File: config.mk
export PLATFORM = sky130hd
export DESIGN_NAME = bark_bite_watchdog_unit
export DESIGN_NICKNAME = d
export VERILOG_FILES = /design/src/rtl/bbw_pkg.sv /design/src/rtl/bark_bite_watchdog_unit.sv /design/src/rtl/bbw_core.sv
export SDC_FILE = /design/constraint.sdc
export NUM_CORES = 1
export LEC_CHECK = 0
export BUFFER_PORTS_ARGS = -buffer_cell sky130_fd_sc_hd__clkbuf_2
export CAP_MARGIN = 40
export CORE_ASPECT_RATIO = 1.2
export CORE_MARGIN = 5
export CORE_UTILIZATION = 45
export CTS_CLUSTER_DIAMETER = 200
export DETAILED_ROUTE_END_ITERATION = 8
export GPL_TIMING_DRIVEN = 0
export PLACE_DENSITY_LB_ADDON = 0.08
export REMOVE_ABC_BUFFERS = 1
export SYNTH_ARGS = -nofsm -noshare
export SYNTH_HDL_FRONTEND = slang
export SYNTH_HIERARCHICAL = 1
export SYNTH_SLANG_ARGS = --single-unit
File: constraint.sdc
create_clock -name clk -period 3.6 [get_ports clk]
set_input_delay 0.72 -clock clk [delete_from_list [all_inputs] [get_ports clk]]
set_output_delay 0.72 -clock clk [all_outputs]
set_load 0.05 [all_outputs]
File: src/rtl/bbw_pkg.sv
// Shared types and constants for the bark/bite watchdog.
package bbw_pkg;

  localparam int unsigned BUS_W = 32;

  typedef enum logic [1:0] {
    OP_TICK  = 2'd0,
    OP_WRITE = 2'd1,
    OP_READ  = 2'd2
  } bbw_op_t;

  typedef enum logic [1:0] {
    REG_PET    = 2'd0,
    REG_ENABLE = 2'd1,
    REG_BARK   = 2'd2,
    REG_BITE   = 2'd3
  } bbw_reg_t;

  typedef struct packed {
    logic [1:0]       op;
    logic [1:0]       idx;
    logic [BUS_W-1:0] val;
  } bbw_item_t;

  typedef struct packed {
    logic [BUS_W-1:0] read_value;
    logic             bark;
    logic             bite;
  } bbw_result_t;

endpackage

File: src/rtl/bark_bite_watchdog_unit.sv
// Top level: input register, watchdog core and result register.
// An accepted item is held in the input register; its result is registered in the result register.
// Throughput: one item per cycle while the output is not stalled; the input register and the result
// register each hold one item, so input is taken while a result waits.
// Reset (rst_n low, synchronous): count 0, disabled, both limits all ones,
// bite clear, both stages empty.
module bark_bite_watchdog_unit import bbw_pkg::*; #(
  parameter int unsigned COUNT_WIDTH = 32
) (
  input  logic             clk,
  input  logic             rst_n,
  input  logic             in_valid,
  output logic             in_ready,
  input  logic [1:0]       in_operation,
  input  logic [1:0]       in_register_index,
  input  logic [BUS_W-1:0] in_write_value,
  output logic             out_valid,
  input  logic             out_ready,
  output logic [BUS_W-1:0] out_read_value,
  output logic             out_bark_active,
  output logic             out_bite_active
);

  logic        s1_valid_r, s1_valid_nxt;
  bbw_item_t   s1_item_r;
  logic        out_valid_r, out_valid_nxt;
  bbw_result_t out_res_r;
  bbw_result_t core_res;
  logic        out_free, step, in_fire;

  assign out_free = !out_valid_r || out_ready;
  assign step     = s1_valid_r && out_free;
  assign in_ready = !s1_valid_r || step;
  assign in_fire  = in_valid && in_ready;

  assign s1_valid_nxt  = in_fire || (s1_valid_r && !step);
  assign out_valid_nxt = step || (out_valid_r && !out_ready);

  bbw_core #(.COUNT_WIDTH(COUNT_WIDTH)) u_core (
    .clk    (clk),
    .rst_n  (rst_n),
    .step   (step),
    .item   (s1_item_r),
    .result (core_res)
  );

  always_ff @(posedge clk) begin
    if (!rst_n) begin
      s1_valid_r  <= 1'b0;
      out_valid_r <= 1'b0;
    end else begin
      s1_valid_r  <= s1_valid_nxt;
      out_valid_r <= out_valid_nxt;
    end
  end

  always_ff @(posedge clk) begin
    if (in_fire) begin
      s1_item_r.op  <= in_operation;
      s1_item_r.idx <= in_register_index;
      s1_item_r.val <= in_write_value;
    end
    if (step) begin
      out_res_r <= core_res;
    end
  end

  assign out_valid       = out_valid_r;
  assign out_read_value  = out_res_r.read_value;
  assign out_bark_active = out_res_r.bark;
  assign out_bite_active = out_res_r.bite;

`ifndef SYNTHESIS
  a_stage_held: assert property (@(posedge clk) disable iff (!rst_n)
    (s1_valid_r && out_valid_r && !out_ready) |=> (s1_valid_r && $stable(s1_item_r)))
    else $error("pending item dropped while output stalled");

  a_result_held: assert property (@(posedge clk) disable iff (!rst_n)
    (out_valid_r && !out_ready) |=> $stable(out_res_r))
    else $error("stalled result overwritten");

  a_read_only: assert property (@(posedge clk) disable iff (!rst_n)
    (step && (s1_item_r.op != OP_READ)) |=> (out_res_r.read_value == '0))
    else $error("nonzero read data on a non-read item");
`endif

endmodule

File: src/rtl/bbw_core.sv
// Watchdog state registers and the combinational update for one item.
module bbw_core import bbw_pkg::*; #(
  parameter int unsigned COUNT_WIDTH = 32
) (
  input  logic        clk,
  input  logic        rst_n,
  input  logic        step,
  input  bbw_item_t   item,
  output bbw_result_t result
);

  localparam int unsigned CMP_W = (COUNT_WIDTH > BUS_W) ? COUNT_WIDTH : BUS_W;

  logic [COUNT_WIDTH-1:0] count_r, count_nxt;
  logic                   running_r, running_nxt;
  logic [BUS_W-1:0]       bark_lim_r, bark_lim_nxt;
  logic [BUS_W-1:0]       bite_lim_r, bite_lim_nxt;
  logic                   bite_r, bite_nxt;
  logic [BUS_W-1:0]       rd;
  logic [CMP_W-1:0]       count_ext, cnt_cur_ext;
  logic                   bark;

  assign cnt_cur_ext = CMP_W'(count_r);

  always_comb begin
    count_nxt    = count_r;
    running_nxt  = running_r;
    bark_lim_nxt = bark_lim_r;
    bite_lim_nxt = bite_lim_r;
    rd           = '0;
    unique case (item.op)
      OP_TICK: begin
        if (running_r && (count_r != {COUNT_WIDTH{1'b1}})) begin
          count_nxt = count_r + COUNT_WIDTH'(1);
        end
      end
      OP_WRITE: begin
        unique case (item.idx)
          REG_PET:    if (item.val[0]) count_nxt = '0;
          REG_ENABLE: running_nxt = item.val[0];
          REG_BARK:   bark_lim_nxt = item.val;
          REG_BITE:   bite_lim_nxt = item.val;
          default:    ;
        endcase
      end
      OP_READ: begin
        unique case (item.idx)
          REG_PET:    rd = cnt_cur_ext[BUS_W-1:0];
          REG_ENABLE: rd = BUS_W'(running_r);
          REG_BARK:   rd = bark_lim_r;
          REG_BITE:   rd = bite_lim_r;
          default:    rd = '0;
        endcase
      end
      default: ;
    endcase
    count_ext = CMP_W'(count_nxt);
    bite_nxt  = bite_r | (running_nxt && (count_ext >= CMP_W'(bite_lim_nxt)));
    bark      = running_nxt && (count_ext >= CMP_W'(bark_lim_nxt));
  end

  assign result.read_value = rd;
  assign result.bark       = bark;
  assign result.bite       = bite_nxt;

  always_ff @(posedge clk) begin
    if (!rst_n) begin
      count_r    <= '0;
      running_r  <= 1'b0;
      bark_lim_r <= '1;
      bite_lim_r <= '1;
      bite_r     <= 1'b0;
    end else if (step) begin
      count_r    <= count_nxt;
      running_r  <= running_nxt;
      bark_lim_r <= bark_lim_nxt;
      bite_lim_r <= bite_lim_nxt;
      bite_r     <= bite_nxt;
    end
  end

`ifndef SYNTHESIS
  a_bite_sticky: assert property (@(posedge clk) disable iff (!rst_n)
    bite_r |=> bite_r) else $error("bite cleared without reset");

  a_hold_idle: assert property (@(posedge clk) disable iff (!rst_n)
    !step |=> ($stable(count_r) && $stable(running_r) && $stable(bite_r)))
    else $error("state changed with no item");

  a_no_count_stopped: assert property (@(posedge clk) disable iff (!rst_n)
    !running_r |=> (count_r <= $past(count_r)))
    else $error("count advanced while disabled");
`endif

endmodule

==> results of run 1 <==
[cells in the mapped netlist (2+ instances only)]
cell type,n
and4_4,3
nor4_1,6
or3_1,13
nand3_1,40
nor3b_1,2
edfxtp_1,70
o31a_1,2
a31oi_1,11
a211oi_1,4
a211oi_2,2
or4_1,4
o21ai_0,106
o31ai_1,6
nor2b_1,5
ha_1,63
o21bai_1,2
buf_2,17
o21a_1,7
o211ai_1,13
a2111oi_0,3
dfxtp_1,100
and2_1,5
nand2b_1,4
nand4b_1,4
nor4_2,3
buf_1,15
a21o_1,8
clkbuf_1,46
a31o_2,2
nand4_1,27
and3_1,7
mux2i_1,98
nand2_1,178
nor2_1,94
a21oi_1,68
nor3_2,2
buf_4,4
o2111ai_1,3
and4_1,6
nor3_1,11
inv_1,11
[final timing paths]
path | end | cells past startpoint | slack [ns] | start
max | out_bark_active$_DFFE_PP_ | 13 | -0.03 | s1_item_r[35]$_DFFE_PP_
min | s1_item_r[11]$_DFFE_PP_ | 1 | 0.45 | in_write_value[11]
max reg2reg | out_bark_active$_DFFE_PP_ | 13 | -0.03 | s1_item_r[35]$_DFFE_PP_
min reg2reg | u_core/bite_r$_SDFFE_PN0P_ | 2 | 0.48 | u_core/bite_r$_SDFFE_PN0P_
[where the power goes]
group,internal [W],leakage [nW],switching (W)
clock,0.000925,0.278,0.000894
sequential,0.00206,1.50,0.0000288
combinational,0.000152,3.19,0.000279
[timing repair]
| item | CTS | global route |
|---|---|---|
| pin swaps | 11 | 22 |
| gates resized for setup | 46 | 51 |
| endpoints found under the setup margin | 3 | 3 |
| buffers inserted | 21 | 18 |
| cloned | 0 | 0 |
[worst max-delay path: cells and delay by family, from the launching register on]
family	cells	cell delay, ns
adders and majority gates	1	0.31
buffers and inverters	1	0.16
DFF	1	0.50
AOI/OAI and AO/OA	5	0.87
and+or+nand+nor	6	1.59
[kinds of logic (layout without fill, tap and decap cells)]
family / count (synthesis) / count (layout) / share of synthesized area
flops: 170 / 170 / 0.413
buf+inv: 94 / 180 / 0.0400
fa+ha+maj: 63 / 63 / 0.0794
compound gates: 255 / 255 / 0.156
simple gates: 425 / 425 / 0.209
mux: 100 / 100 / 0.103
[state kept, by name, summed over array words and instances (netlist names), 32 cells and up]
| signal | cells |
|---|---|
| u_core/bite_lim_r | 32 |
| out_read_value | 32 |
| u_core/bark_lim_r | 32 |
| u_core/cnt_cur_ext | 32 |
| s1_item_r | 36 |
[routing by layer]
layer | up-vias | part of all wire | track usage
li1 | 4195 | - | -
met3 | 39 | 0.030 | 0.0264
met2 | 138 | 0.51 | 0.364
met4 | 0 | 0.023 | 0.0735
met1 | 4044 | 0.44 | 0.254
met5 | - | 0 | 0
[stage by stage]
step                       TNS, ns  utilization  setup slack (ns)  area, µm²
final                      -0.0273        0.551           -0.0273      12000
after global routing        -0.240        0.551            -0.120      12000
after CTS                        0        0.537           0.00511      11700
after detailed placement     -2.57        0.495            -0.943      10700
after global placement    -1115.29        0.474            -12.37      10300
after floorplan            -537.60            -             -6.44       9570
[cell type report]
| type | count | area share |
|---|---|---|
| Multi-Input combinational cell | 843 | 0.481 |
| Sequential cell | 170 | 0.346 |
| Timing Repair Buffer | 137 | 0.0930 |
| Clock buffer | 17 | 0.0356 |
| Tap cell | 274 | 0.0287 |
| Clock inverter | 15 | 0.0126 |
| Inverter | 11 | 0.00345 |
==> results.txt, run 1 <==
Clock tree buffer depth: 2
Vias in the first global route: 8024
Setup ws final: -0.0273 ns
Die Height: 173 µm
Mapped Area: 9930 µm²
Area grow syn2layout: 20.4%
WP data arrival: 3.88 ns
CP Max Fanout: 7
Vias after detailed routing: 8416
Gpl congestion: 0.795
Primary FF master, synth: dfxtp_1
Gr usage total: 0.205
Initial antenna violation count: 0
Inst Count DP: 1396
DRC: 0
Critical path launch point type: flop
Non-Filler Instances: 1467
Final period util: 1.01
Vias per cell: 5.74
Sequential area share after synthesis: 0.413
Hpwl dp: 18700 µm
Worst min path class: in -> reg
Slowest CP cell: or3b_4
Max incr delay on CP: 0.54 ns
I/O Pins: 76
PortBufs: 75
Drt pass-1 iters: 5
# nets final: 1283
# rows: 59
CTS root buffer: clkbuf_16
CTS Buf Count: 17
Tot Pwr: 0.00434 W
Final min period: 3.63 ns
RSZ-0062 raised after global routing: true
Leak Pwr: 4.97 nW
Die W: 146 µm
Max-slew violations: 0
Endpoints failing hold: 0
Violated checks: negative setup slack
Die area: 25100 µm²
Clk Latency, worst-skew pair: 0.44 ns
Synth async-reset ratio: 0
Worst-margin pin slew: 0.905 ns
DRT Wirelength: 26600 µm
Commonest non-fill, non-tap cells in the layout: nand2_1, mux2i_1, nor2_1
Unique masters post-synth: 73
Hold WS: 0.452 ns
Status: finished with violations
Pin count of the biggest net entering global routing: 66
Total grt overflow: 0
Critical path class: reg -> reg
Final setup fails: 1
Clock slew at reported path FFs: 0.08 ns
CP Capture Type: flop
Core Region: 21700 µm²
Commonest non-fill, non-tap cell in the layout: nand2_1
Starting Density: 0.457
Area of the multi-input gates: 5750 µm²
Antenna-violating nets left: 0
Worst slew margin: 0.397
First-pass GRT wire length: 42300 µm
Post-synth top area cell: edfxtp_1
Mapped Cells: 1107
Max-Cap Viols: 0
Pwr dens: 363 nW/µm²
WL/cell: 18.1 µm
Synth top area share: 0.212
Fraction of layout cells with a size suffix above 1: 0.214
H-tree depth: 4
Synthesized flop and latch total: 170
Cts hold-fix bufs: 0
Final clock skew: 0.0144 ns
F_max: 0.276 GHz
Synth area leaders: edfxtp_1, dfxtp_1, mux2i_1
Peak VDD IR: 0.292 mV
Reg area: 4140 µm²
Syn avg cell area: 8.97 µm²
Post-synth EDFFs: 70
CTS tree: yes
Critical path required time: 3.85 ns
CTS sink count: 170
Diodes inserted: 0
1st-iter DRT viols: 513
Filler cell count: 2000
Yosys warning total: 6
CP Cell Sequence: or3b_4 -> nor4b_4 -> nand3_2 -> and3_4 -> o21bai_2 -> ha_1 -> and4_4 -> nand2_1 -> o2bb2ai_1 -> a211oi_2 -> buf_4 -> a41o_1 -> a41oi_2
(Power assumes the default switching activity.)
==> inputs of run 2 (changes only) <==
--- a/config.mk
+++ b/config.mk
@@ -13,7 +13,7 @@
 export CTS_CLUSTER_DIAMETER = 200
 export DETAILED_ROUTE_END_ITERATION = 8
 export GPL_TIMING_DRIVEN = 0
-export PLACE_DENSITY_LB_ADDON = 0.08
+export PLACE_DENSITY = 0.65
 export REMOVE_ABC_BUFFERS = 1
 export SYNTH_ARGS = -nofsm -noshare
 export SYNTH_HDL_FRONTEND = slang
==> results.txt, run 2 (synthesis results as in run 1) <==
Core Util, Final: 0.555 (+0.00409)
WL/cell: 18.0 µm (-0.67%)
PortBufs: 75 (unchanged)
Fraction of layout cells with a size suffix above 1: 0.224 (+0.0107)
Area grow syn2layout: 21.3%
Leak Pwr: 4.99 nW (+0.42%)
Antenna-violating nets left: 0 (unchanged)
Die Height: 173 µm (unchanged)
Register share of total power: 0.490 (+0.009)
Pin count of the biggest net entering global routing: 60 (-9.1%)
Initial antenna violation count: 0 (unchanged)
Hpwl dp: 17900 µm (-4.2%)
Max reg flops: 36 (unchanged)
DRC: 0 (unchanged)
CTS Buf Count: 17 (unchanged)
Gpl congestion: 0.859 (+8.0%)
Fin Setup TNS: -0.0465 ns (-0.0192 ns)
Gr usage total: 0.205 (+0.000435)
Drt pass-1 iters: 5 (unchanged)
Endpoints failing hold: 0 (unchanged)
Final clock skew: 0.0103 ns (-0.00409 ns)
Vias per cell: 5.86 (+2.1%)
Final period util: 1.01 (+0.00533)
Largest Register: s1_item_r
First-pass GRT wire length: 42900 µm (+1.3%)
# nets final: 1293 (+0.78%)
# rows: 59 (unchanged)
Setup ws final: -0.0465 ns (-0.0192 ns)
Inst Count DP: 1395 (-0.072%)
I/O Pins: 76 (unchanged)
WP data arrival: 3.78 ns (-0.10 ns)
Core Region: 21700 µm² (unchanged)
Starting Density: 0.457 (unchanged)
CP Max Fanout: 7 (unchanged)
Final min period: 3.65 ns (+0.0192 ns)
DRT Wirelength: 26600 µm (about the same)
Commonest non-fill, non-tap cell in the layout: nand2_1
CP Capture Type: flop
Die W: 146 µm (unchanged)
Pwr dens: 354 nW/µm² (-2.4%)
Combinational Power Share: 0.100 (about the same)
Max-slew violations: 0 (unchanged)
Commonest non-fill, non-tap cells in the layout: nand2_1, mux2i_1, o21ai_0
Critical path class: reg -> reg
Worst min path class: in -> reg
Final setup fails: 1 (unchanged)
Filler cell count: 1947 (-2.7%)
Clock share of power: 0.410 (-0.009)
Worst-margin pin slew: 0.879 ns (-0.0255 ns)
F_max: 0.274 GHz (-0.53%)
Vias in the first global route: 8342 (+4.0%)
Total grt overflow: 0 (unchanged)
Clk Latency, worst-skew pair: 0.43 ns (about the same)
Int Pwr: 0.00319 W (+1.6%)
Clock tree buffer depth: 2 (unchanged)
Reported net switching power: 0.00108 W (-10%)
Worst slew margin: 0.414 (+0.0170)
Peak VDD IR: 0.288 mV (-1.4%)
Critical path launch point type: flop
Critical path required time: 3.73 ns (-0.12 ns)
Max-Cap Viols: 0 (unchanged)
Diodes inserted: 0 (unchanged)
Switching share of power: 0.252 (-0.0246)
H-tree depth: 4 (unchanged)
Violated checks: negative setup slack
Cts hold-fix bufs: 0 (unchanged)
CTS tree: yes
Vias after detailed routing: 8652 (+2.8%)
Die area: 25100 µm² (unchanged)
RSZ-0062 raised after global routing: true
Non-Filler Instances: 1477 (+0.68%)
Clock slew at reported path FFs: 0.07 ns (about the same)
Status: finished with violations
1st-iter DRT viols: 634 (+24%)
CTS root buffer: clkbuf_16
CTS sink count: 170 (unchanged)
run 2: path summary, 6_finish.rpt:
kind	start	end	slack, ns	cells past startpoint
max reg2reg	s1_item_r[34]$_DFFE_PP_	out_bark_active$_DFFE_PP_	-0.05	12
max	s1_item_r[34]$_DFFE_PP_	out_bark_active$_DFFE_PP_	-0.05	12
min	in_write_value[4]	s1_item_r[4]$_DFFE_PP_	0.46	1
min reg2reg	u_core/bite_r$_SDFFE_PN0P_	u_core/bite_r$_SDFFE_PN0P_	0.50	2
run 2: area by class of cell:
type	instances	area [µm²]	share of cell area
clock buffer	23	458	0.0380
clock inverter	9	90.1	0.00748
inverter	11	41.3	0.00343
multi-input combinational	843	5810	0.482
sequential	170	4140	0.344
tap	274	343	0.0285
timing repair buffer	147	1160	0.0967
run 2: power groups by stage:
stage	logic (W)	registers, W	clock network (W)
3_5_place_dp	0.000398	0.00214	0
2_1_floorplan	0.000168	0.00221	0
4_1_cts	0.000426	0.00209	0.00179
5_1_grt	0.000461	0.00209	0.00186
3_3_place_gp	0.000349	0.00216	0
6_report	0.000425	0.00209	0.00175
run 2: through the flow:
| step | setup slack (ns) | total power (W) | instance area (µm²) | hold slack, ns |
|---|---|---|---|---|
| 2_1_floorplan | -6.44 | 0.00237 | 9570 | 0.443 |
| 3_3_place_gp | -12.00 | 0.00251 | 10300 | 0.456 |
| 3_5_place_dp | -1.23 | 0.00254 | 10700 | 0.468 |
| 4_1_cts | -0.00144 | 0.00430 | 11800 | 0.451 |
| 5_1_grt | -0.191 | 0.00442 | 12000 | 0.442 |
| 6_report | -0.0465 | 0.00426 | 12000 | 0.464 |
run 2: critical path, stage by stage (launching register included):
cell and delay (ns):
edfxtp_1 0.50, or3b_4 0.51, buf_6 0.16, a31oi_4 0.17, buf_6 0.14, nand4_1 0.15, o21ai_0 0.38, ha_1 0.31
o21ai_0 0.23, a21oi_1 0.15, a211oi_4 0.35, a41o_1 0.23, a41oi_2 0.06
run 2: repair_timing:
action / CTS / global route
gates resized for setup: 75 / 35
setup endpoints to repair: 3 / 3
buffers inserted: 39 / 11
pin swaps: 25 / 22
run 2: routing by layer:
metal,track usage,vias up,wire (µm)
met5,0,-,0
met4,0.0719,0,664
met3,0.0327,60,974
met2,0.364,232,13700
met1,0.252,4137,11300
li1,-,4223,-
==> inputs of run 3 (changes only) <==
--- a/config.mk
+++ b/config.mk
@@ -15,6 +15,7 @@
 export GPL_TIMING_DRIVEN = 0
 export PLACE_DENSITY = 0.65
 export REMOVE_ABC_BUFFERS = 1
+export SETUP_SLACK_MARGIN = 0.05
 export SYNTH_ARGS = -nofsm -noshare
 export SYNTH_HDL_FRONTEND = slang
 export SYNTH_HIERARCHICAL = 1
==> results.txt, run 3 (synthesis results as in run 1) <==
# nets final: 1292 (-0.077%)
Vias in the first global route: 8409 (+0.80%)
F_max: 0.272 GHz (-0.69%)
Diodes inserted: 0 (unchanged)
PortBufs: 75 (unchanged)
WP data arrival: 3.80 ns (+0.02 ns)
Fraction of layout cells with a size suffix above 1: 0.221 (-0.00314)
Hpwl dp: 17900 µm (unchanged)
Non-Filler Instances: 1476 (-0.068%)
DRC: 0 (unchanged)
Filler cell count: 1951 (+0.21%)
Critical path required time: 3.72 ns (about the same)
Vias per cell: 5.81 (-0.75%)
Min-delay src: in_write_value[4]
Core Region: 21700 µm² (unchanged)
CP Capture Type: flop
I/O Pins: 76 (unchanged)
CTS Buf Count: 17 (unchanged)
Fin Setup TNS: -0.0720 ns (-0.0255 ns)
Violated checks: negative setup slack
Drt pass-1 iters: 5 (unchanged)
Tot Pwr: 0.00426 W (about the same)
Inst Count DP: 1395 (unchanged)
Final setup fails: 1 (unchanged)
Reg area: 4130 µm² (-0.18%)
1st-iter DRT viols: 662 (+4.4%)
Final period util: 1.02 (+0.00707)
Vias after detailed routing: 8581 (-0.82%)
CP Max Fanout: 7 (unchanged)
Hold WS: 0.468 ns (+0.00377 ns)
Commonest non-fill, non-tap cells in the layout: nand2_1, mux2i_1, o21ai_0
Setup ws final: -0.0720 ns (-0.0255 ns)
Largest Register: s1_item_r
Critical path launch point type: flop
Antenna-violating nets left: 0 (unchanged)
Final clock skew: 0.0152 ns (+0.00493 ns)
Total grt overflow: 0 (unchanged)
Critical path class: reg -> reg
Worst slew margin: 0.410 (-0.00412)
Critical Path Start: s1_item_r[34]$_DFFE_PP_
Peak VDD IR: 0.392 mV (+36%)
Die Height: 173 µm (unchanged)
Cts hold-fix bufs: 0 (unchanged)
Clk Latency, worst-skew pair: 0.42 ns (about the same)
Die area: 25100 µm² (unchanged)
Max-Cap Viols: 0 (unchanged)
Max reg flops: 36 (unchanged)
RSZ-0062 raised after global routing: true
CTS root buffer: clkbuf_16
Endpoints failing hold: 0 (unchanged)
Pwr dens: 354 nW/µm² (about the same)
CTS tree: yes
Worst min path class: in -> reg
Final min period: 3.67 ns (+0.0255 ns)
Area grow syn2layout: 21.3% (about the same)
Max-slew violations: 0 (unchanged)
WL/cell: 17.9 µm (-0.64%)
R2r startpoint: s1_item_r[34]$_DFFE_PP_
DRT Wirelength: 26400 µm (-0.70%)
Gpl congestion: 0.859 (unchanged)
Clock tree buffer depth: 2 (unchanged)
Starting Density: 0.457 (unchanged)
Initial antenna violation count: 0 (unchanged)
Status: finished with violations
Worst-margin pin slew: 0.886 ns (+0.00618 ns)
# rows: 59 (unchanged)
First-pass GRT wire length: 43100 µm (+0.42%)
Commonest non-fill, non-tap cell in the layout: nand2_1
Area of the multi-input gates: 5810 µm² (about the same)
Die W: 146 µm (unchanged)
Pin count of the biggest net entering global routing: 60 (unchanged)
H-tree depth: 4 (unchanged)
Leak Pwr: 4.98 nW (about the same)
Pre-CTS WS: -1.23 ns (unchanged)
Gr usage total: 0.206 (+0.000275)
Clock slew at reported path FFs: 0.07 ns (about the same)
CTS sink count: 170 (unchanged)
-- run 3: worst max-delay path: stages (launching register included) --
cell	delay [ns]
edfxtp_1	0.50
or3b_4	0.51
buf_6	0.16
a31oi_4	0.17
buf_6	0.14
nand4_1	0.14
o21ai_0	0.36
ha_1	0.31
o21ai_0	0.27
a21oi_1	0.17
a211oi_4	0.34
a41o_1	0.23
a41oi_2	0.06
-- run 3: layout make-up --
type                            instances  share of cell area
Multi-Input combinational cell        843               0.483
Timing Repair Buffer                  146              0.0965
Clock buffer                           23              0.0380
Sequential cell                       170               0.343
Clock inverter                          9             0.00749
Inverter                               11             0.00343
Tap cell                              274              0.0285
-- run 3: stage by stage --
step,area (µm²),util
after CTS,11900,0.548
after global routing,12000,0.555
after global placement,10300,0.474
final,12000,0.555
after detailed placement,10700,0.494
after floorplan,9570,-
-- run 3: metal layers --
| metal | track usage | vias up | wire length (µm) |
|---|---|---|---|
| li1 | - | 4221 | - |
| met1 | 0.254 | 4120 | 11300 |
| met2 | 0.364 | 193 | 13600 |
| met3 | 0.0309 | 47 | 833 |
| met4 | 0.0743 | 0 | 639 |
| met5 | 0 | - | 0 |
-- run 3: worst paths after layout --
check | slack [ns] | depth (start not counted) | endpoint
setup / recovery | -0.07 | 12 | out_bark_active$_DFFE_PP_
hold / removal | 0.47 | 1 | s1_item_r[4]$_DFFE_PP_
setup reg to reg | -0.07 | 12 | out_bark_active$_DFFE_PP_
hold reg to reg | 0.47 | 2 | u_core/bite_r$_SDFFE_PN0P_
-- run 3: report_power, final --
| part | switching [W] | internal [W] |
|---|---|---|
| clock network | 0.000767 | 0.000979 |
| logic | 0.000276 | 0.000149 |
| registers | 0.0000285 | 0.00206 |
| total | 0.00107 | 0.00319 |
-- run 3: timing repair --
action,in CTS,in global routing
resized for setup,81,25
setup buffers,41,8
pin swaps,29,17
setup endpoints to repair,3,3
